$ cat src/rtl/core/quantum_rotation_gate_adaptive_top_macros.svh
// Assertion macros shared by the rotation gate RTL.
// Included by modules that carry concurrent checks; no other dependencies.
`ifndef QUANTUM_ROTATION_GATE_ADAPTIVE_TOP_MACROS_SVH
`define QUANTUM_ROTATION_GATE_ADAPTIVE_TOP_MACROS_SVH

// Same-cycle implication, disabled while reset is asserted.
`define QRG_ASSERT_NOW(label, clk, rst_n, ante, cons, msg) \
    label: assert property (@(posedge clk) disable iff (!rst_n) (ante) |-> (cons)) \
        else $error(msg);

// Next-cycle implication, disabled while reset is asserted.
`define QRG_ASSERT_NEXT(label, clk, rst_n, ante, cons, msg) \
    label: assert property (@(posedge clk) disable iff (!rst_n) (ante) |=> (cons)) \
        else $error(msg);

`endif

$ cat src/rtl/core/qrg_pkg.sv
// Shared types, constants and the CORDIC arctangent table of the rotation gate.
// No dependencies; used by every module of the block.
`default_nettype none

package qrg_pkg;

    localparam int AMP_W     = 16;
    localparam int FIT_W     = 32;
    localparam int ANG_W     = 16;
    localparam int AMPC_W    = 15;
    localparam int CORDIC_N  = 16;
    localparam int QBITS     = 17;
    localparam int PROD_W    = FIT_W + ANG_W;
    localparam int E_W       = ANG_W + 2;
    localparam int CX_W      = 36;
    localparam int Z_W       = 34;
    localparam int FRONT_ST  = QBITS + 4;
    localparam int BACK_ST   = CORDIC_N + 3;
    localparam int QDEPTH    = 4;
    localparam int QPTR_W    = 2;
    localparam int QCNT_W    = 3;
    localparam int CIDX_W    = 3;
    localparam int CDATA_W   = 32;
    localparam logic [15:0] KINV = 16'd39797;

    typedef enum logic [CIDX_W-1:0] {
        CFG_ANGLE_LOW    = 3'd0,
        CFG_ANGLE_HIGH   = 3'd1,
        CFG_FITNESS_MAX  = 3'd2,
        CFG_FITNESS_MIN  = 3'd3,
        CFG_BEST_FITNESS = 3'd4,
        CFG_EPSILON      = 3'd5,
        CFG_AMP_SMALL    = 3'd6,
        CFG_AMP_LARGE    = 3'd7
    } t_cfg_idx;

    typedef enum logic [1:0] {
        ACT_KEEP    = 2'd0,
        ACT_ROTATE  = 2'd1,
        ACT_CLAMP_A = 2'd2,
        ACT_CLAMP_B = 2'd3
    } t_action;

    typedef struct packed {
        logic [ANG_W-1:0]        angle_low;
        logic [ANG_W-1:0]        angle_high;
        logic signed [FIT_W-1:0] fitness_max;
        logic signed [FIT_W-1:0] fitness_min;
        logic signed [FIT_W-1:0] best_fitness;
        logic [15:0]             epsilon;
        logic [AMPC_W-1:0]       amp_small;
        logic [AMPC_W-1:0]       amp_large;
    } t_cfg;

    // One classified qubit handed from the front end to the back end.
    typedef struct packed {
        logic signed [AMP_W-1:0] alpha;
        logic signed [AMP_W-1:0] beta;
        logic                    flat;
        logic signed [E_W-1:0]   angle;
    } t_job;

    // atan(2^-i) scaled by 2^30.
    function automatic logic [Z_W-1:0] atan_q30(input logic [4:0] i);
        logic [Z_W-1:0] v;
        unique case (i)
            5'd0:  v = 34'd843314857;
            5'd1:  v = 34'd497837829;
            5'd2:  v = 34'd263043837;
            5'd3:  v = 34'd133525159;
            5'd4:  v = 34'd67021687;
            5'd5:  v = 34'd33543516;
            5'd6:  v = 34'd16775851;
            5'd7:  v = 34'd8388437;
            5'd8:  v = 34'd4194283;
            5'd9:  v = 34'd2097149;
            5'd10: v = 34'd1048575;
            5'd11: v = 34'd524287;
            5'd12: v = 34'd262143;
            5'd13: v = 34'd131071;
            5'd14: v = 34'd65535;
            5'd15: v = 34'd32767;
            5'd16: v = 34'd16383;
            5'd17: v = 34'd8191;
            5'd18: v = 34'd4095;
            5'd19: v = 34'd2047;
            5'd20: v = 34'd1023;
            5'd21: v = 34'd511;
            5'd22: v = 34'd255;
            5'd23: v = 34'd127;
            5'd24: v = 34'd63;
            5'd25: v = 34'd31;
            5'd26: v = 34'd15;
            5'd27: v = 34'd8;
            5'd28: v = 34'd4;
            5'd29: v = 34'd2;
            5'd30: v = 34'd1;
            5'd31: v = 34'd0;
        endcase
        return v;
    endfunction

endpackage

`default_nettype wire

$ cat src/rtl/core/qrg_front.sv
// Front end: accepts qubits, picks the rotation sign and derives the adaptive angle
// through a multiplier and a bit-per-stage restoring divider. Depends on qrg_pkg.
`default_nettype none

module qrg_front (
    input  wire logic                          i_clk,
    input  wire logic                          i_rst_n,
    input  qrg_pkg::t_cfg                      i_cfg,
    input  wire logic                          i_valid,
    output logic                               o_ready,
    input  wire logic signed [qrg_pkg::AMP_W-1:0] i_alpha_in,
    input  wire logic signed [qrg_pkg::AMP_W-1:0] i_beta_in,
    input  wire logic                          i_measured_bit,
    input  wire logic                          i_best_bit,
    input  wire logic signed [qrg_pkg::FIT_W-1:0] i_own_fitness,
    input  wire logic                          i_coin,
    output logic                               o_job_valid,
    input  wire logic                          i_job_ready,
    output qrg_pkg::t_job                      o_job
);

    localparam int NF = qrg_pkg::FRONT_ST;
    localparam int QB = qrg_pkg::QBITS;
    localparam int FW = qrg_pkg::FIT_W;
    localparam int AW = qrg_pkg::ANG_W;

    typedef struct packed {
        logic signed [qrg_pkg::AMP_W-1:0] alpha;
        logic signed [qrg_pkg::AMP_W-1:0] beta;
        logic flat;
        logic inv;
        logic neg;
        logic sz;
        logic sn;
        logic sat;
    } t_fpay;

    logic [NF-1:0]                  r_v;
    t_fpay                          r_pay [0:NF-2];
    logic [FW-1:0]                  r_mag;
    logic [AW-1:0]                  r_smag;
    logic [qrg_pkg::PROD_W-1:0]     r_prod;
    logic [FW-1:0]                  r_rem [0:QB-1];
    logic [QB-1:0]                  r_low [0:QB-1];
    logic [QB-1:0]                  r_q   [0:QB];
    qrg_pkg::t_job                  r_job;

    logic                           w_adv;
    logic signed [FW:0]             w_diff;
    logic [FW:0]                    w_ndiff;
    logic                           w_ge;
    logic signed [AW:0]             w_span;
    logic [AW:0]                    w_nspan;
    logic                           w_flip;
    logic                           w_same;
    t_fpay                          w_pay0;
    t_fpay                          w_pay2;
    logic [FW-1:0]                  w_mag;
    logic [AW-1:0]                  w_smag;
    logic [FW-1:0]                  w_den;
    logic                           w_sat;
    logic [QB:0]                    w_qv;
    logic signed [AW+3:0]           w_th;
    logic [AW-1:0]                  w_th16;
    logic signed [qrg_pkg::E_W-1:0] w_angle;

    // Global stall: the pipe moves whenever its last beat can leave.
    assign w_adv       = !r_v[NF-1] || i_job_ready;
    assign o_ready     = w_adv;
    assign o_job_valid = r_v[NF-1];
    assign o_job       = r_job;
    assign w_den       = FW'(i_cfg.fitness_max - i_cfg.fitness_min);

    always_ff @(posedge i_clk) begin
        if (!i_rst_n) begin
            r_v <= '0;
        end else if (w_adv) begin
            r_v <= {r_v[NF-2:0], i_valid};
        end
    end

    // Classification: fitness offset, slope sign and rotation sign.
    always_comb begin
        w_diff  = {i_own_fitness[FW-1], i_own_fitness}
                - {i_cfg.fitness_min[FW-1], i_cfg.fitness_min};
        w_ndiff = -w_diff;
        w_ge    = !w_diff[FW];
        w_mag   = w_ge ? w_diff[FW-1:0] : w_ndiff[FW-1:0];
        w_span  = $signed({1'b0, i_cfg.angle_high}) - $signed({1'b0, i_cfg.angle_low});
        w_nspan = -w_span;
        w_smag  = w_span[AW] ? w_nspan[AW-1:0] : w_span[AW-1:0];
        w_flip  = i_measured_bit != ($signed(i_own_fitness) >= $signed(i_cfg.best_fitness));
        w_same  = (i_alpha_in > 0) == (i_beta_in > 0);

        w_pay0       = '0;
        w_pay0.alpha = i_alpha_in;
        w_pay0.beta  = i_beta_in;
        w_pay0.flat  = (i_cfg.fitness_max == i_cfg.fitness_min);
        w_pay0.inv   = ($signed(i_cfg.fitness_max) < $signed(i_cfg.fitness_min));
        w_pay0.neg   = (!w_ge) ^ w_span[AW];
        w_pay0.sz    = 1'b1;
        w_pay0.sn    = 1'b0;
        if (i_measured_bit != i_best_bit) begin
            if (i_alpha_in != 0 && i_beta_in != 0) begin
                w_pay0.sz = 1'b0;
                w_pay0.sn = w_same ? w_flip : !w_flip;
            end else if (i_alpha_in == 0) begin
                w_pay0.sz = !w_flip;
                w_pay0.sn = !i_coin;
            end else begin
                w_pay0.sz = w_flip;
                w_pay0.sn = !i_coin;
            end
        end
    end

    // Capture, product and saturation check.
    assign w_sat = {1'b0, r_prod} >= {w_den, QB'(0)};

    always_comb begin
        w_pay2     = r_pay[1];
        w_pay2.sat = w_sat;
    end

    always_ff @(posedge i_clk) begin
        if (w_adv) begin
            r_pay[0]     <= w_pay0;
            r_mag        <= w_mag;
            r_smag       <= w_smag;
            r_pay[1]     <= r_pay[0];
            r_prod       <= qrg_pkg::PROD_W'(r_mag) * qrg_pkg::PROD_W'(r_smag);
            r_pay[2]     <= w_pay2;
            r_rem[0]     <= {1'b0, r_prod[qrg_pkg::PROD_W-1:QB]};
            r_low[0]     <= r_prod[QB-1:0];
            r_q[0]       <= '0;
        end
    end

    // Restoring divider, one quotient bit per stage.
    for (genvar k = 0; k < QB; k++) begin : g_div
        logic [FW:0] w_sh;
        logic [FW:0] w_sub;
        logic        w_bit;

        assign w_sh  = {r_rem[k], r_low[k][QB-1]};
        assign w_sub = w_sh - {1'b0, w_den};
        assign w_bit = (w_sh >= {1'b0, w_den});

        always_ff @(posedge i_clk) begin
            if (w_adv) begin
                r_pay[3+k] <= r_pay[2+k];
                r_q[k+1]   <= {r_q[k][QB-2:0], w_bit};
            end
        end

        if (k < QB-1) begin : g_carry
            always_ff @(posedge i_clk) begin
                if (w_adv) begin
                    r_rem[k+1] <= w_bit ? w_sub[FW-1:0] : w_sh[FW-1:0];
                    r_low[k+1] <= {r_low[k][QB-2:0], 1'b0};
                end
            end
        end
    end

    // Angle assembly with saturation to the Q0.16 range.
    always_comb begin
        w_qv = r_pay[NF-2].sat ? {1'b1, QB'(0)} : {1'b0, r_q[QB]};
        if (r_pay[NF-2].neg) begin
            w_th = $signed({4'b0, i_cfg.angle_low}) - $signed({2'b0, w_qv});
        end else begin
            w_th = $signed({4'b0, i_cfg.angle_low}) + $signed({2'b0, w_qv});
        end
        if (w_th < 0) begin
            w_th16 = '0;
        end else if (w_th > $signed((AW+4)'(20'hFFFF))) begin
            w_th16 = '1;
        end else begin
            w_th16 = w_th[AW-1:0];
        end
        if (r_pay[NF-2].inv) begin
            w_th16 = i_cfg.angle_low;
        end
        if (r_pay[NF-2].flat || r_pay[NF-2].sz) begin
            w_angle = '0;
        end else if (r_pay[NF-2].sn) begin
            w_angle = -$signed({2'b0, w_th16});
        end else begin
            w_angle = $signed({2'b0, w_th16});
        end
    end

    always_ff @(posedge i_clk) begin
        if (w_adv) begin
            r_job.alpha <= r_pay[NF-2].alpha;
            r_job.beta  <= r_pay[NF-2].beta;
            r_job.flat  <= r_pay[NF-2].flat;
            r_job.angle <= w_angle;
        end
    end

endmodule

`default_nettype wire

$ cat config.mk
export PLATFORM = sky130hd
export DESIGN_NAME = qrg_front
export DESIGN_NICKNAME = d
export VERILOG_FILES = /design/src/rtl/core/quantum_rotation_gate_adaptive_top_macros.svh /design/src/rtl/core/qrg_pkg.sv /design/src/rtl/core/qrg_front.sv
export SDC_FILE = /design/constraint.sdc
export NUM_CORES = 2
export LEC_CHECK = 0
export CORE_MARGIN = 2
export CORE_UTILIZATION = 60
export DETAILED_ROUTE_END_ITERATION = 10
export DONT_BUFFER_PORTS = 1
export PLACE_DENSITY = 0.88
export SLEW_MARGIN = 0
export SYNTH_ARGS = -nofsm -noshare
export SYNTH_HDL_FRONTEND = slang
export SYNTH_SLANG_ARGS = --single-unit
$ cat constraint.sdc
create_clock -name i_clk -period 64.6 [get_ports i_clk]
set_input_delay 3.23 -clock i_clk [delete_from_list [all_inputs] [get_ports i_clk]]
set_output_delay 3.23 -clock i_clk [all_outputs]
set_load 0.05 [all_outputs]
== Word level (Yosys, flattened, before mapping) ==
Memory sizes are Yosys's and may differ from the RTL's.
Cells that the tools add are included.

* Register bits after elaboration: 168
* Word-level logic and storage cells: 108
* Memories: 4
* Output and inout port bits: 53
* Bits in writable memories: 1,899
* Input bits: 245

{| class="wikitable"
|+ Memories
! name !! depth !! bits a word !! rd ports !! clocked after Yosys merged registers in !! wr ports !! RTL line !! RTL
|-
| r_pay || 20 || 38 || 20 || 0 || 20 || qrg_front.sv:39 || <nowiki>t_fpay r_pay [0:NF-2];</nowiki>
|-
| r_rem || 17 || 32 || 17 || 0 || 17 || qrg_front.sv:43 || <nowiki>logic [FW-1:0] r_rem [0:QB-1];</nowiki>
|-
| r_q || 18 || 17 || 18 || 0 || 18 || qrg_front.sv:45 || <nowiki>logic [QB-1:0] r_q [0:QB];</nowiki>
|-
| r_low || 17 || 17 || 17 || 0 || 17 || qrg_front.sv:44 || <nowiki>logic [QB-1:0] r_low [0:QB-1];</nowiki>
|}

* Muxes and demuxes: 30
* $lt $le $gt $ge: 24
* Reduce and logical (&&, ||, !) cells: 10
* Bitwise operators: 2
* Eq/ne operators: 4
* Multipliers: 1
* Add/sub/neg operators: 24

{| class="wikitable"
|+ Operators by type and width
! cell !! number
|-
| 33-bit by 32-bit greater-or-equal comparator with 1-bit output || 17
|-
| 32-bit 2-to-1 mux || 17
|-
| 32-bit subtractor || 17
|-
| 16-bit 2-to-1 mux || 5
|-
| 32-bit nonzero test || 2
|-
| 48-bit by 49-bit greater-or-equal comparator with 1-bit output || 1
|-
| 32-bit by 16-bit multiplier with 48-bit output || 1
|-
| 32-bit by 32-bit subtractor with 33-bit output || 1
|-
| 32-bit == test || 1
|-
| 32-bit greater-or-equal comparator || 1
|-
| 16-bit by 1-bit > comparator with 1-bit output, second input constant || 2
|-
| 32-bit zero test || 1
|-
| 32-bit < comparator || 1
|-
| 32-bit negator || 1
|-
| 20-bit by 17-bit > comparator with 1-bit output, second input constant || 1
|-
| 20-bit by 1-bit < comparator with 1-bit output, second input constant || 1
|-
| 20-bit 2-to-1 mux || 1
|-
| 16-bit by 18-bit adder with 19-bit output || 1
|-
| 16-bit by 18-bit subtractor with 19-bit output || 1
|-
| 18-bit 2-to-1 mux || 1
|-
| 16-bit negator with 18-bit output || 1
|-
| 16-bit by 16-bit subtractor with 17-bit output || 1
|-
| 16-bit negator || 1
|-
| 2-bit 2-to-1 mux || 3
|-
| 9 further kinds || 15
|}

== Depth between registers and ports, before layout ==
An unclocked memory read counts as a cell.

* Word-level depth: 10
* Depth in mapped cells: 27
* Mapped depth without buffers: 25

== Worst setup path after synthesis ==
OpenSTA, ideal clock, no wires.

* Path type: input port to output port
* Start: input port i_job_ready
* End: output port o_ready
* Setup slack: 10,169 ps
* Data arrival time: 51,201 ps
* Data required time: 61,370 ps
* Stages: 3
* Path through: nor2b_1 > inv_1 > clkbuf_1

* Word-level cells in the longest chain between the ends: 1

{| class="wikitable"
|+ Ends and longest elaborated chain
! what !! RTL line !! RTL
|-
| start, declared || qrg_front.sv:18 || <nowiki>input wire logic i_job_ready,</nowiki>
|-
| 1-bit logical OR || qrg_front.sv:68 || <nowiki>assign w_adv = !r_v[NF-1] || i_job_ready;</nowiki>
|-
| end, declared || qrg_front.sv:10 || <nowiki>output logic o_ready,</nowiki>
|}

Every way passes these cells.

==> flow_metrics.py <==
metrics = {
    "outcome": {
        "status": "complete, no violations",
    },
    "cells_and_area": {
        "drive_gt1_frac": 0.0614,
        "fin_nets": 11000,
        "area_delta_synth_final_pct": 8.39,
        "fill_cells": 12900,
    },
    "timing": {
        "setup_tns_ps": 0,
        "rsz0062_at_grt": "no",
        "hold_viol_final": 0,
        "fin_skew_ps": 66.9,
        "fmax_mhz": 94.3,
        "period_share": 0.164,
        "final-max-slew-violation-count": 0,
        "worstMarginPinSlew_ps": 1210,
        "slew_headroom": 0.182,
        "setup_violations": 0,
        "fin_crit_ps": 10610,
    },
    "synthesis": {
        "avgSynthCellArea_um2": 11.5,
        "yosys_warnings": 0,
        "async_flop_share": 0,
        "synth_common_cells": "1754 x edfxtp_1, 962 x nand2_1, 842 x ha_1",
        "synth_ff_type": "edfxtp_1",
        "syn_area_um2": 109000,
        "ys_ff_latch": 1775,
        "ys_top_cells_by_area": "edfxtp_1 48%, ha_1 9.7%, fa_1 8.1%",
        "synth_most_common_cell": "edfxtp_1",
        "synth_largest_area_cell": "edfxtp_1",
        "synth_edf_count": 1754,
        "seq_area_frac_synth": 0.487,
        "synth_cell_types": 112,
        "synthesis.nets": 11000,
        "synthesis.instances": 9449,
        "netlist.area_leader.share": 0.483,
    },
    "worst_setup_path": {
        "slowest_delay_ps": 630,
        "arrival_ps": 11200,
        "ff2ff_setup_slack_ps": 56780,
        "crit_required_ps": 65200,
        "crit_top_cell": "a21o_1",
        "critical_path_buf_inv_count": 5,
        "critPathSlowestCell": "xnor2_2",
        "crit_family": "compound AO/OA/AOI/OAI gates",
        "endpoint_kind": "register",
        "crit_path_start_kind": "input port",
        "crit_type": "in -> reg",
        "critPathMaxFanout": 39,
    },
    "cts": {
        "cts_root_buf": "clkbuf_16",
        "clk_pin_slew_ps": 60,
        "clk-insertion-delay-late_ps": 850,
        "numCtsBuffers": 184,
        "cts_sinks": 1775,
        "cts_max_path_buffers": 3,
        "cts_tree": "yes",
        "holdBufCountCts": 0,
        "cts_resized": 0,
        "postCtsSetupRepairBufs": 0,
        "htree_num_levels": 4,
    },
    "floorplanning": {
        "coreArea_um2": 181000,
        "die_h_um": 430,
        "die_area_um2": 185000,
        "initial_core_util": 0.604,
        "io_pins": 298,
        "dieWidth_um": 430,
        "num_rows": 156,
    },
    "global_route": {
        "grt_overflow": 0,
        "grt_pass1_vias": 75100,
        "grt_max_degree": 206,
        "grt_first_pass_wirelength_um": 421000,
        "antenna_found_initial": 8,
        "grt.total_usage": 0.293,
    },
    "min_path": {
        "worstHoldPathType": "reg -> reg",
    },
    "detailed_routing": {
        "dr.pass1.iters": 8,
        "dr_total_vias": 74900,
        "wire_per_inst_um": 22.7,
        "routed_wl_um": 273000,
        "ant_nets": 0,
        "drcViolationCount": 0,
        "vias_per_cell": 6.23,
        "drtIter0Drc": 7561,
    },
    "placement": {
        "dp_hpwl_um": 196000,
        "gp_congestion": 0.932,
        "portBuffers": 0,
    },
    "run": {
        "drv_cap": 0,
    },
}
layout by cell type, fill, tap and decap left out, drive strengths merged, types with 142 or more instances in the layout:
cell type  count
fa           439
a21oi        562
nand2        962
xnor2        356
ha           842
inv          825
o21ai        597
xor2         217
edfxtp      1754
and2         246
nor2         377
clkbuf       209
a21o         332
nor3         142
logic make-up after synthesis:
group           after synthesis  synth area share
fa+ha+maj                  1281             0.177
compound gates             2191             0.128
xor+xnor                    573            0.0461
buf+inv                    1056            0.0370
mux                         160            0.0163
simple gates               2413             0.108
flops                      1775             0.487
layout make-up:
type / count / area, um2 / share of cell area
Clock inverter: 132 / 1360 / 0.0115
Clock buffer: 209 / 4700 / 0.0398
Timing Repair Buffer: 93 / 786 / 0.00665
Antenna cell: 5 / 12.5 / 0.000106
Inverter: 818 / 3080 / 0.0261
Sequential cell: 1775 / 53100 / 0.449
Multi-Input combinational cell: 6618 / 52100 / 0.441
Tap cell: 2370 / 2970 / 0.0251
path summary, 6_finish.rpt:
check | depth (start not counted) | end | startpoint
max | 25 | r_rem[12][15] | i_cfg[110]
max reg2reg | 21 | r_prod[47] | r_mag[8]
min reg2reg | 0 | r_pay[0][53] | r_pay[0][15]
min | 0 | r_pay[0][53] | r_pay[0][15]
layer usage:
| layer | up-vias | GRT usage | routed length (um) |
|---|---|---|---|
| met5 | - | 0 | 9 |
| met4 | 2 | 0.153 | 15800 |
| met3 | 782 | 0.0563 | 21400 |
| met2 | 3262 | 0.479 | 130000 |
| met1 | 36600 | 0.371 | 106000 |
| li1 | 34200 | - | - |
metrics by stage:
step | util | area (um2) | hold WS, ps | setup WS, ps | std cells
2_1_floorplan | - | 109000 | 400 | 10170 | 9449
3_3_place_gp | 0.621 | 112000 | 400 | 53530 | 11700
3_5_place_dp | 0.621 | 112000 | 405 | 53400 | 11700
4_1_cts | 0.654 | 118000 | 382 | 54220 | 12000
5_1_grt | 0.654 | 118000 | 391 | 53770 | 12000
6_report | 0.654 | 118000 | 379 | 53990 | 12000
registers in the layout, summed over array words and instances, names as in the netlist:
name and flops:
r_q 153, o_job 51, r_prod 48, r_mag 32
r_smag 16, r_v 21, r_low 153, r_rem 543
r_pay 758
worst register-to-register path: stages, from the launching register on:
cell and delay (ps):
edfxtp_1 730, and2_1 350, fa_1 530, inv_1 60, fa_1 500, fa_1 520, inv_1 50, fa_1 470
fa_1 560, inv_1 60, fa_1 530, inv_1 40, ha_1 360, a21o_1 200, a2111oi_0 380, a21oi_1 270
a311oi_1 700, o211ai_1 290, a221oi_1 460, o21ai_0 230, a21oi_1 210, xnor2_1 90
Power is left out: the tool's default activity adds up to more than one toggle a clock period on the data nets, which glitch-free logic cannot reach.
