$ cat config.mk
export PLATFORM = sky130hd
export DESIGN_NAME = qrg_fifo
export DESIGN_NICKNAME = d
export VERILOG_FILES = /design/src/rtl/core/qrg_pkg.sv /design/src/rtl/core/qrg_fifo.sv
export VERILOG_INCLUDE_DIRS = /design/src /design/src/rtl/core
export SDC_FILE = /design/constraint.sdc
export NUM_CORES = 1
export LEC_CHECK = 0
export BUFFER_PORTS_ARGS = -buffer_cell sky130_fd_sc_hd__buf_2
export CORE_UTILIZATION = 34
export CTS_CLUSTER_SIZE = 40
export DETAILED_ROUTE_END_ITERATION = 8
export GPL_TIMING_DRIVEN = 1
export PLACE_DENSITY_LB_ADDON = 0.08
export SYNTH_ARGS = -nofsm -noshare
export SYNTH_HDL_FRONTEND = slang
export SYNTH_SLANG_ARGS = --single-unit
$ cat constraint.sdc
create_clock -name i_clk -period 4.5 [get_ports i_clk]
set_clock_uncertainty 0.1 [all_clocks]
set_input_delay 0 -clock i_clk [delete_from_list [all_inputs] [get_ports i_clk]]
set_output_delay 0 -clock i_clk [all_outputs]
set_load 0.05 [all_outputs]
$ cat src/rtl/core/quantum_rotation_gate_adaptive_top_macros.svh
// Assertion macros shared by the rotation gate RTL.
// Included by modules that carry concurrent checks; no other dependencies.
`ifndef QUANTUM_ROTATION_GATE_ADAPTIVE_TOP_MACROS_SVH
`define QUANTUM_ROTATION_GATE_ADAPTIVE_TOP_MACROS_SVH

// Same-cycle implication, disabled while reset is asserted.
`define QRG_ASSERT_NOW(label, clk, rst_n, ante, cons, msg) \
    label: assert property (@(posedge clk) disable iff (!rst_n) (ante) |-> (cons)) \
        else $error(msg);

// Next-cycle implication, disabled while reset is asserted.
`define QRG_ASSERT_NEXT(label, clk, rst_n, ante, cons, msg) \
    label: assert property (@(posedge clk) disable iff (!rst_n) (ante) |=> (cons)) \
        else $error(msg);

`endif

$ cat src/rtl/core/qrg_pkg.sv
// Shared types, constants and the CORDIC arctangent table of the rotation gate.
// No dependencies; used by every module of the block.
`default_nettype none

package qrg_pkg;

    localparam int AMP_W     = 16;
    localparam int FIT_W     = 32;
    localparam int ANG_W     = 16;
    localparam int AMPC_W    = 15;
    localparam int CORDIC_N  = 16;
    localparam int QBITS     = 17;
    localparam int PROD_W    = FIT_W + ANG_W;
    localparam int E_W       = ANG_W + 2;
    localparam int CX_W      = 36;
    localparam int Z_W       = 34;
    localparam int FRONT_ST  = QBITS + 4;
    localparam int BACK_ST   = CORDIC_N + 3;
    localparam int QDEPTH    = 4;
    localparam int QPTR_W    = 2;
    localparam int QCNT_W    = 3;
    localparam int CIDX_W    = 3;
    localparam int CDATA_W   = 32;
    localparam logic [15:0] KINV = 16'd39797;

    typedef enum logic [CIDX_W-1:0] {
        CFG_ANGLE_LOW    = 3'd0,
        CFG_ANGLE_HIGH   = 3'd1,
        CFG_FITNESS_MAX  = 3'd2,
        CFG_FITNESS_MIN  = 3'd3,
        CFG_BEST_FITNESS = 3'd4,
        CFG_EPSILON      = 3'd5,
        CFG_AMP_SMALL    = 3'd6,
        CFG_AMP_LARGE    = 3'd7
    } t_cfg_idx;

    typedef enum logic [1:0] {
        ACT_KEEP    = 2'd0,
        ACT_ROTATE  = 2'd1,
        ACT_CLAMP_A = 2'd2,
        ACT_CLAMP_B = 2'd3
    } t_action;

    typedef struct packed {
        logic [ANG_W-1:0]        angle_low;
        logic [ANG_W-1:0]        angle_high;
        logic signed [FIT_W-1:0] fitness_max;
        logic signed [FIT_W-1:0] fitness_min;
        logic signed [FIT_W-1:0] best_fitness;
        logic [15:0]             epsilon;
        logic [AMPC_W-1:0]       amp_small;
        logic [AMPC_W-1:0]       amp_large;
    } t_cfg;

    // One classified qubit handed from the front end to the back end.
    typedef struct packed {
        logic signed [AMP_W-1:0] alpha;
        logic signed [AMP_W-1:0] beta;
        logic                    flat;
        logic signed [E_W-1:0]   angle;
    } t_job;

    // atan(2^-i) scaled by 2^30.
    function automatic logic [Z_W-1:0] atan_q30(input logic [4:0] i);
        logic [Z_W-1:0] v;
        unique case (i)
            5'd0:  v = 34'd843314857;
            5'd1:  v = 34'd497837829;
            5'd2:  v = 34'd263043837;
            5'd3:  v = 34'd133525159;
            5'd4:  v = 34'd67021687;
            5'd5:  v = 34'd33543516;
            5'd6:  v = 34'd16775851;
            5'd7:  v = 34'd8388437;
            5'd8:  v = 34'd4194283;
            5'd9:  v = 34'd2097149;
            5'd10: v = 34'd1048575;
            5'd11: v = 34'd524287;
            5'd12: v = 34'd262143;
            5'd13: v = 34'd131071;
            5'd14: v = 34'd65535;
            5'd15: v = 34'd32767;
            5'd16: v = 34'd16383;
            5'd17: v = 34'd8191;
            5'd18: v = 34'd4095;
            5'd19: v = 34'd2047;
            5'd20: v = 34'd1023;
            5'd21: v = 34'd511;
            5'd22: v = 34'd255;
            5'd23: v = 34'd127;
            5'd24: v = 34'd63;
            5'd25: v = 34'd31;
            5'd26: v = 34'd15;
            5'd27: v = 34'd8;
            5'd28: v = 34'd4;
            5'd29: v = 34'd2;
            5'd30: v = 34'd1;
            5'd31: v = 34'd0;
        endcase
        return v;
    endfunction

endpackage

`default_nettype wire

$ cat src/rtl/core/qrg_fifo.sv
// Short queue of classified jobs between the front and back ends.
// Depends on qrg_pkg and the shared assertion macro header.
`default_nettype none
`include "quantum_rotation_gate_adaptive_top_macros.svh"

module qrg_fifo (
    input  wire logic          i_clk,
    input  wire logic          i_rst_n,
    input  wire logic          i_push_valid,
    output logic               o_push_ready,
    input  qrg_pkg::t_job      i_push_data,
    output logic               o_pop_valid,
    input  wire logic          i_pop_ready,
    output qrg_pkg::t_job      o_pop_data
);

    qrg_pkg::t_job                r_mem [0:qrg_pkg::QDEPTH-1];
    logic [qrg_pkg::QPTR_W-1:0]   r_wr;
    logic [qrg_pkg::QPTR_W-1:0]   r_rd;
    logic [qrg_pkg::QCNT_W-1:0]   r_count;
    logic                         w_push;
    logic                         w_pop;

    // Handshake decode.
    assign o_push_ready = (r_count != qrg_pkg::QCNT_W'(qrg_pkg::QDEPTH));
    assign o_pop_valid  = (r_count != '0);
    assign w_push       = i_push_valid && o_push_ready;
    assign w_pop        = o_pop_valid && i_pop_ready;
    assign o_pop_data   = r_mem[r_rd];

    // Storage write.
    always_ff @(posedge i_clk) begin
        if (w_push) begin
            r_mem[r_wr] <= i_push_data;
        end
    end

    // Pointers and fill count.
    always_ff @(posedge i_clk) begin
        if (!i_rst_n) begin
            r_wr    <= '0;
            r_rd    <= '0;
            r_count <= '0;
        end else begin
            if (w_push) begin
                r_wr <= r_wr + 1'b1;
            end
            if (w_pop) begin
                r_rd <= r_rd + 1'b1;
            end
            if (w_push && !w_pop) begin
                r_count <= r_count + 1'b1;
            end else if (w_pop && !w_push) begin
                r_count <= r_count - 1'b1;
            end
        end
    end

    `QRG_ASSERT_NOW(a_count_bound, i_clk, i_rst_n, 1'b1, r_count <= qrg_pkg::QCNT_W'(qrg_pkg::QDEPTH), "queue count beyond depth")
    `QRG_ASSERT_NEXT(a_count_up, i_clk, i_rst_n, w_push && !w_pop, r_count == $past(r_count) + 1'b1, "queue count did not rise on push")
    `QRG_ASSERT_NEXT(a_count_down, i_clk, i_rst_n, w_pop && !w_push, r_count == $past(r_count) - 1'b1, "queue count did not fall on pop")

endmodule

`default_nettype wire

After elaboration in Yosys (flattened, before gate mapping)
Memories as Yosys holds them, arrays and structs flattened. A register that Yosys moved wholly into a read port is not among the register bits. Cells that the tools add are included.

Register bits: 7. Memory bits (writable): 204. Bits of input ports: 55. Word-level logic and storage cells: 23. Memories kept: 1.

Memory list: r_mem (depth 4, width 51, rd ports 1, clocked after memory_dff 1, write ports 1, line qrg_fifo.sv:17) `qrg_pkg::t_job r_mem [0:qrg_pkg::QDEPTH-1];`.

$add $sub $neg: 4. Equal/unequal tests: 1. Muxes and demuxes: 6. Reductions and logical operators: 8.

Operators by type and width (count): $mux W3 (2); $add A2 B1 Y2 const B (2); $logic_and A1 B1 Y1 (4); $mux W2 (2); $add A3 B1 Y3 const B (1); $ne A3 B3 Y1 const B (1); $reduce_bool A3 Y1 (1); $sub A3 B1 Y3 const B (1); $logic_not A1 Y1 (2); $mux W1 (2); $reduce_bool A2 Y1 (1).

Depth between registers and ports, before layout
Gate-level depths: netlist of run 1.

Depth in word-level cells: 6. Mapped depth: 8.

Worst setup path before layout of run 1
No wires, ideal clock.

Kind: register to register. Start: register r_count[0] in the netlist's numbering. End: memory r_mem[0][0] in the netlist's numbering, enable pin. Setup time: 0.414 ns. Arrival time: 2.114 ns. Data required time: 3.986 ns. Path slack: 1.872 ns. Stages on the path, launching flop included: 4. Buffers on the path: 0. Clock period less this slack: 2.628 ns. Cell sequence: dfxtp_1 nor2_1 a21boi_2 and2_1.

Longest elaborated chain between the ends: 4.

RTL lines: from (decl) (line qrg_fifo.sv:20) `logic [qrg_pkg::QCNT_W-1:0] r_count;`; from (signal assigned) (line qrg_fifo.sv:52) `r_count <= r_count + 1'b1;`; from (signal assigned) (line qrg_fifo.sv:54) `r_count <= r_count - 1'b1;`; $ne A3 B3 Y1 (line qrg_fifo.sv:25) `assign o_push_ready = (r_count != qrg_pkg::QCNT_W'(qrg_pkg::QDEPTH));`; $logic_and A1 B1 Y1 (line qrg_fifo.sv:27) `assign w_push = i_push_valid && o_push_ready;`; net w_push (line qrg_fifo.sv:21) `logic w_push;`; $mux W1 (line qrg_fifo.sv:33) `if (w_push) begin`; $mux W1 (not written as such) (line qrg_fifo.sv:34) `r_mem[r_wr] <= i_push_data;`; to (decl) (line qrg_fifo.sv:17).

The timed path passes the listed nets, and every way through them passes these cells.

==> results of run 1 <==
-- layout make-up --
class                      instances  area (µm²)  area share
tap                              285         357      0.0357
multi-input combinational         86        1460       0.146
inverter                           3        11.3     0.00113
clock buffer                      33         656      0.0657
timing repair buffer             168        1130       0.113
clock inverter                    11        52.6     0.00527
sequential                       213        6310       0.633
-- metrics by stage --
stage           util  hold WS [ps]
2_1_floorplan      -         -1.13
5_1_grt        0.439           138
3_3_place_gp   0.384           112
6_report       0.439           147
3_5_place_dp   0.384           118
4_1_cts        0.439           125
-- routing by layer --
layer / part of all wire / GRT usage
met4: 0.016 / 0.0354
met1: 0.43 / 0.164
met2: 0.52 / 0.232
met5: 0 / 0
met3: 0.042 / 0.0269
-- how the worst min path moves through the flow --
stage                                         to  slack (ps)  cells past startpoint
after floorplan            r_mem[0][0]$_DFFE_PP_          -1                      0
after global placement     r_mem[3][1]$_DFFE_PP_         110                      1
after detailed placement  r_mem[2][12]$_DFFE_PP_         120                      1
after CTS                 r_mem[3][33]$_DFFE_PP_         130                      2
after global routing      r_mem[3][31]$_DFFE_PP_         140                      2
final                     r_mem[2][12]$_DFFE_PP_         150                      2
-- registers in the layout (all words and copies together), names as in the netlist, named ones only --
signal   count
r_rd         2
r_mem      204
r_count      3
r_wr         2
-- synthesized netlist by cell type --
cell type	count	share of area
ha_1	5	0.0079
mux4_2	50	0.14
edfxtp_1	204	0.77
nor2b_1	1	0.00079
xnor2_1	3	0.0033
a21boi_2	1	0.0014
buf_2	5	0.0032
dfxtp_1	9	0.023
mux2i_1	3	0.0038
or3_1	2	0.0016
inv_1	3	0.0014
xor2_1	1	0.0011
mux4_1	1	0.0033
buf_12	5	0.013
o21ai_0	1	0.00063
a21boi_0	1	0.00095
clkbuf_1	1	0.00047
nor2_1	1	0.00047
o311ai_2	1	0.0021
buf_6	1	0.0014
buf_1	1	0.00047
fa_1	1	0.0025
and2_1	8	0.0063
o31ai_4	1	0.0027
nand2_1	5	0.0024
-- power breakdown --
group	switching, W	internal [W]	leakage (nW)	total (W)
registers	0.000190	0.00241	1.94	0.00260
clock network	0.000719	0.00102	0.347	0.00173
logic	0.00122	0.000616	1.09	0.00183
total	0.00213	0.00404	3.38	0.00617
-- repair_timing --
item / 4_1_cts / 5_1_grt
setup endpoints to repair: 0 / 0
gates resized for setup: 0 / 0
hold endpoints to repair: 213 / 0
hold buffers: 55 / 0
-- placed cells by master, fill, tap and decap left out, types with 2 or more instances in the layout --
master         count
buf_4              6
clkbuf_1           8
mux2i_1            3
dfxtp_1            7
clkinv_1           4
nand2_1            5
xnor2_1            3
inv_1              3
and2_2             4
and2_1             4
buf_2            107
ha_1               5
or3_1              2
clkbuf_16         25
edfxtp_1         204
dlygate4sd3_1     55
mux4_2            50
clkinv_2           6
-- critical path: stages, from the launching register on --
cell	delay (ps)
dfxtp_4	910
buf_4	420
mux4_2	560
buf_2	230
-- cells by family after synthesis --
family | synth area share
buf+inv | 0.0196
fa+ha+maj | 0.0104
compound gates | 0.00775
flops | 0.797
xor+xnor | 0.00443
mux | 0.149
simple gates | 0.0115
==> qor.txt, run 1 <==
status: finished clean
grt total ovfl: 0
post-route ant nets: 0
critical path fanouts, max: 39
Unique masters post-synth: 25
GRT Total Usage: 0.131
Tmin final: 2730 ps
synthesis-to-layout area growth: 26.1%
largest net degree at the start of global routing: 52
Num CTS Buffers: 24
starting density of the core: 0.348
Final setup viols: 0
min-delay src: i_push_data[12]
reg2reg setup slack: 1880 ps
crit path to: o_pop_data[25]
design area: 9980 µm²
share of layout cells above drive strength 1: 0.397
critical path launch point type: flop
Mapped Area: 7910 µm²
DP Worst Slack: 1820 ps
period utilization: 0.607
chip width: 155 µm
post-route worst setup slack: 1770 ps
#FFs+latches synth: 213
clk root buf: clkbuf_16
register area share after synthesis: 0.797
CTS tree: built
DR WL/cell: 18.9 µm
Peak VDD IR: 0.294 mV
Mapped Nets: 376
fmax: 366 MHz
worst hold-check path type: in2reg
1st-iter DRT viols: 163
max-capacitance violation count: 0
Post-DP Area: 8720 µm²
Crit path arrival time: 2630 ps
via-per-instance ratio: 4.65
first-pass GRT wire length: 23,500 µm
total number of vias: 3,716
NumNets Final: 557
DP HPWL: 8760 µm
number of I/O port buffers: 107
LEAKAGE: 3.38 nW
final wirelength: 15,100 µm
Max Root-Sink Buffers: 3
synth warn: 0
Core Area: 22,700 µm²
standard-cell rows: 55
total die area: 23,900 µm²
Worst-path clk slew: 60 ps
# clock sinks: 213
# DRC: 0
Cells after Synth: 315
vias in the first global route: 4,063
antenna diode count: 0
RSZ-0062 raised after global routing: no
max-slew violations: 0
Ports: 108
Rel. slew slack: 0.287
Setup CP Type: reg2out
Worst Max-Slew Pin Slew: 1070 ps
die height: 155 µm
total power: 0.00617 W
CP required: 4400 ps
non-filler instance count after layout: 799
GPL Wtd Cong: 0.667
Avg Cell Area, Syn: 25.1 µm²
Clock Latency Late Sink: 500 ps
CTS H-tree depth: 1
Setup TNS Final: 0 ps
initial antenna violation count: 0
dpl cells: 700
R2R cell count: 4
Final Hold Fails: 0
Power per Cell Area: 619 nW/µm²
CP Capture Type: output port
First-pass DRT Iterations: 4
worst r2r dst: r_mem[0][50]$_DFFE_PP_
postcts setup bufs: 0
Critical R2R Launch: r_count[0]$_SDFFE_PN0P_
layout filler cell count: 1,979
Power figures use the tool's default switching activity.
==> inputs of run 2 (changes only) <==
==> constraint.sdc (replaced) <==
create_clock -name i_clk -period 2.2 [get_ports i_clk]
set_clock_uncertainty 0.1 [all_clocks]
set_input_delay 0 -clock i_clk [delete_from_list [all_inputs] [get_ports i_clk]]
set_output_delay 0 -clock i_clk [all_outputs]
set_load 0.05 [all_outputs]
==> qor.txt, run 2 (synthesis gave the netlist of run 1 again) <==
First-pass DRT Iterations: 4 (unchanged)
max-capacitance violation count: 0 (unchanged)
status: finished clean
DR WL/cell: 18.6 µm (-1.5%)
NumNets Final: 566 (+1.6%)
Tmin final: 2110 ps
final wirelength: 15,000 µm (-0.35%)
Peak VDD IR: 0.781 mV (+170%)
Num CTS Buffers: 24 (unchanged)
met3 usage: 0.0311 (+0.00420)
GR peak layer: met2
critical path launch point type: flop
standard-cell rows: 55 (unchanged)
first-pass GRT wire length: 23,500 µm (about the same)
synthesis-to-layout area growth: 29.3%
layout filler cell count: 1,975 (-0.20%)
CP peak stage delay: 380 ps (-530 ps)
non-filler instance count after layout: 808 (+1.1%)
Max Root-Sink Buffers: 3 (unchanged)
largest net degree at the start of global routing: 37 (-29%)
worst hold-check path type: in2reg
die height: 155 µm (unchanged)
# DRC: 0 (unchanged)
DP HPWL: 8810 µm (+0.57%)
chip width: 155 µm (unchanged)
Largest register FFs: 204 (unchanged)
Final Util: 0.450 (+0.0112)
Final setup viols: 0 (unchanged)
Core Area: 22,700 µm² (unchanged)
CP top delay family: adder cells
grt met2 use: 0.212 (-0.0200)
Largest Register: r_mem
Ports: 108 (unchanged)
clk root buf: clkbuf_16
critical-path cell list: o31ai_4 -> ha_2 -> inv_1 -> fa_1 -> xor2_1 -> or3_1 -> a21boi_0
fmax: 474 MHz
CP required: 2520 ps (-1880 ps)
Crit path arrival time: 2440 ps (-190 ps)
total die area: 23,900 µm² (unchanged)
number of I/O port buffers: 107 (unchanged)
via-per-instance ratio: 4.67 (+0.32%)
leading cell type in the layout, fill and taps excluded: edfxtp_1
crit path buf inv count: 1 (-1)
antenna diode count: 0 (unchanged)
dpl cells: 708 (+1.1%)
total power: 0.0132 W (+110%)
Final Hold Fails: 0 (unchanged)
Clock Latency Late Sink: 490 ps (about the same)
CTS H-tree depth: 1 (unchanged)
CP Capture Type: flop
met1 global-route usage: 0.177 (+0.0133)
Rel. slew slack: 0.702 (+0.416)
Worst Max-Slew Pin Slew: 446 ps (-624 ps)
GRT Total Usage: 0.131 (-0.000586)
max-slew violations: 0 (unchanged)
grt total ovfl: 0 (unchanged)
Power per Cell Area: 1290 nW/µm² (+110%)
slowest cell on the critical path: fa_1
Hold Worst Slack: 152 ps (+5.39 ps)
initial antenna violation count: 0 (unchanged)
1st-iter DRT viols: 211 (+29%)
share of layout cells above drive strength 1: 0.424 (+0.0276)
most frequent cells in the layout: edfxtp_1, buf_2, dlygate4sd3_1
vias in the first global route: 4,096 (+0.81%)
post-route ant nets: 0 (unchanged)
LEAKAGE: 3.49 nW (+3.2%)
Worst-path clk slew: 60 ps (about the same)
post-route worst setup slack: 88.2 ps (-1680 ps)
DP Worst Slack: 13.6 ps (-1800 ps)
Setup CP Type: reg2reg
starting density of the core: 0.348 (unchanged)
Regs by FF count: r_mem x204, r_count x3
GPL Wtd Cong: 0.735 (+10%)
total number of vias: 3,770 (+1.5%)
# clock sinks: 213 (unchanged)
CTS tree: built
critical path fanouts, max: 6 (-85%)
period utilization: 0.960
-- run 2: layer usage --
metal  wire, µm  vias up  share of wire
li1           -     1715              -
met1       6890     1935           0.46
met2       7030       91           0.47
met3        773       29          0.051
met4        340        0          0.023
met5          0        -              0
-- run 2: where the power goes --
| group | total (W) | switching, W | internal (W) |
|---|---|---|---|
| Clock | 0.00394 | 0.00151 | 0.00242 |
| Combinational | 0.00416 | 0.00275 | 0.00141 |
| Sequential | 0.00510 | 0.000162 | 0.00494 |
-- run 2: stage by stage --
| stage | TNS [ps] | area, µm² |
|---|---|---|
| 3_5_place_dp | 0 | 8850 |
| 3_3_place_gp | 0 | 8850 |
| 5_1_grt | -2.32 | 10200 |
| 2_1_floorplan | 0 | 7920 |
| 6_report | 0 | 10200 |
| 4_1_cts | 0 | 10200 |
-- run 2: cell type report --
type / count / area [µm²] / area share
Sequential cell: 213 / 6320 / 0.618
Multi-Input combinational cell: 86 / 1460 / 0.143
Timing Repair Buffer: 177 / 1280 / 0.125
Clock buffer: 28 / 637 / 0.0623
Tap cell: 285 / 357 / 0.0349
Clock inverter: 16 / 163 / 0.0159
Inverter: 3 / 11.3 / 0.00110
-- run 2: worst reg2reg max path, cell delays in order (launching register included) --
cell and delay [ps]:
dfxtp_4 370, o31ai_4 270, ha_2 230, inv_1 50, fa_1 380, xor2_1 180
or3_1 310, a21boi_0 150
-- run 2: path summary, 6_finish.rpt --
path / from / endpoint / slack, ps / depth (start not counted)
setup / recovery: r_count[1]$_SDFFE_PN0P_ / r_count[2]$_SDFFE_PN0P_ / 90 / 7
hold / removal: i_push_data[42] / r_mem[3][42]$_DFFE_PP_ / 150 / 2
setup reg to reg: r_count[1]$_SDFFE_PN0P_ / r_count[2]$_SDFFE_PN0P_ / 90 / 7
hold reg to reg: r_wr[1]$_SDFFE_PN0P_ / r_wr[1]$_SDFFE_PN0P_ / 400 / 2
-- run 2: what timing repair did --
item                                    in CTS  in global routing
hold buffers                                54                  0
gates resized for setup                      0                  3
setup buffers                                2                  0
pin swaps                                    0                  1
endpoints found under the setup margin      24                  1
hold endpoints to repair                   213                  0
==> inputs of run 3 (changes only) <==
--- a/config.mk
+++ b/config.mk
@@ -12,6 +12,7 @@
 export DETAILED_ROUTE_END_ITERATION = 8
 export GPL_TIMING_DRIVEN = 1
 export PLACE_DENSITY_LB_ADDON = 0.08
+export SETUP_SLACK_MARGIN = 0.5
 export SYNTH_ARGS = -nofsm -noshare
 export SYNTH_HDL_FRONTEND = slang
 export SYNTH_SLANG_ARGS = --single-unit
==> constraint.sdc (replaced) <==
create_clock -name i_clk -period 1.95 [get_ports i_clk]
set_clock_uncertainty 0.1 [all_clocks]
set_input_delay 0 -clock i_clk [delete_from_list [all_inputs] [get_ports i_clk]]
set_output_delay 0 -clock i_clk [all_outputs]
set_load 0.05 [all_outputs]
==> qor.txt, run 3 (synthesis gave the netlist of run 1 again) <==
share of layout cells above drive strength 1: 0.507 (+0.0823)
LEAKAGE: 4.25 nW (+22%)
Final Util: 0.528 (+0.0777)
chip width: 155 µm (unchanged)
DP HPWL: 8640 µm (-1.9%)
First-pass DRT Iterations: 4 (unchanged)
Crit path arrival time: 1930 ps (-510 ps)
met1 global-route usage: 0.212 (+0.0357)
Regs by FF count: r_mem x204, r_count x3
synthesis-to-layout area growth: 51.6%
failing checks: setup timing
CTS H-tree depth: 1 (unchanged)
RSZ-0062 raised after global routing: yes
CTS tree: built
Max Root-Sink Buffers: 3 (unchanged)
Worst Max-Slew Pin Slew: 276 ps (-170 ps)
NumNets Final: 635 (+12%)
initial antenna violation count: 1 (+1)
# clock sinks: 213 (unchanged)
DP Worst Slack: -35.0 ps (-48.6 ps)
Largest Register: r_mem
clk root buf: clkbuf_16
final wirelength: 18,300 µm (+21%)
DR WL/cell: 20.8 µm (+12%)
die height: 155 µm (unchanged)
leading cell type in the layout, fill and taps excluded: edfxtp_1
critical-path cell list: buf_6 -> buf_12 -> buf_16 -> mux4_2 -> buf_8
total power: 0.0172 W (+30%)
critical path launch point type: flop
period utilization: 1.04
1st-iter DRT viols: 281 (+33%)
Final Hold Fails: 0 (unchanged)
total die area: 23,900 µm² (unchanged)
Largest register FFs: 204 (unchanged)
Ports: 108 (unchanged)
vias in the first global route: 4,530 (+11%)
min-delay src: i_push_valid
met3 usage: 0.0247 (-0.00644)
GRT Total Usage: 0.155 (+0.0248)
CP peak stage delay: 520 ps (+140 ps)
Worst-path clk slew: 50 ps (about the same)
GPL Wtd Cong: 0.688 (-6.4%)
total number of vias: 4,138 (+9.8%)
largest net degree at the start of global routing: 36 (-2.7%)
number of I/O port buffers: 107 (unchanged)
Post-DP Area: 8980 µm² (+1.4%)
design area: 12,000 µm² (+17%)
worst hold-check path type: in2reg
CP Capture Type: output port
status: finished, violations left
Rel. slew slack: 0.816 (+0.113)
Num CTS Buffers: 24 (unchanged)
Core Area: 22,700 µm² (unchanged)
Critical R2R Launch: r_count[1]$_SDFFE_PN0P_
Power per Cell Area: 1430 nW/µm² (+11%)
most frequent cells in the layout: edfxtp_1, buf_6, buf_2
Peak VDD IR: 0.610 mV (-22%)
GR peak layer: met2
grt met2 use: 0.261 (+0.0487)
fmax: 493 MHz
standard-cell rows: 55 (unchanged)
Tmin final: 2030 ps
max-slew violations: 0 (unchanged)
grt total ovfl: 0 (unchanged)
critical path fanouts, max: 7 (+1)
CP required: 1850 ps (-670 ps)
via-per-instance ratio: 4.71 (+1.0%)
starting density of the core: 0.348 (unchanged)
CP top delay family: buffers and inverters
post-route worst setup slack: -77.1 ps (-165 ps)
Final setup viols: 43 (+43)
first-pass GRT wire length: 27,000 µm (+15%)
max-capacitance violation count: 0 (unchanged)
Clock Latency Late Sink: 500 ps (about the same)
reg2reg setup slack: -20 ps (-110 ps)
slowest cell on the critical path: mux4_2
crit path buf inv count: 4 (+3)
post-route ant nets: 0 (unchanged)
Setup CP Type: reg2out
# DRC: 0 (unchanged)
run 3: cell types whose count changed in the layout (fill, tap and decap cells not counted), moves of 6 or more:
cell / before / now
buf_16: 0 / 26
buf_12: 7 / 18
clkbuf_16: 25 / 31
buf_2: 107 / 54
buf_6: 0 / 70
clkbuf_8: 0 / 6
buf_8: 0 / 6
run 3: metal layers:
layer,share of wire,vias up
met2,0.49,95
met3,0.038,22
met4,0.014,0
li1,-,1879
met5,0,-
met1,0.46,2142
run 3: stage by stage:
step | setup TNS (ps) | hold slack [ps] | instances
final | -1960 | 61.6 | 878
after global routing | -5250 | 76.8 | 878
after CTS | -3350 | 56.6 | 863
after detailed placement | -35.0 | 118 | 711
after global placement | 0 | 111 | 711
after floorplan | 0 | -1.13 | 315
run 3: cell type report:
type	count	area [µm²]
fill	1821	10700
sequential	213	6320
timing repair buffer	246	3000
multi-input combinational	86	1500
clock buffer	34	719
tap	285	357
clock inverter	10	78.8
inverter	3	11.3
antenna	1	2.50
run 3: report_power, final:
part           internal, W  switching, W  total, W
clock network      0.00270       0.00168   0.00438
logic              0.00337       0.00367   0.00704
registers          0.00557      0.000166   0.00574
run 3: worst paths after layout:
kind,to,cells after the start
worst min-delay path,r_count[2]$_SDFFE_PN0P_,5
worst max-delay path,o_pop_data[32],5
worst min register to register,r_wr[0]$_SDFFE_PN0P_,2
worst max register to register,r_count[2]$_SDFFE_PN0P_,7
run 3: worst register-to-register path, stage by stage (launching register included):
cell and delay, ps:
dfxtp_4 360, o31ai_4 300, ha_4 190, inv_2 30, fa_2 330, xor2_1 160
or3_1 300, a21boi_1 130
run 3: what timing repair did:
action / 4_1_cts / 5_1_grt
hold buffers: 53 / 0
gates resized for setup: 156 / 10
endpoints found under the hold margin: 213 / 0
pin swaps: 7 / 4
gates cloned: 24 / 6
setup buffers: 31 / 8
setup endpoints to repair: 259 / 259
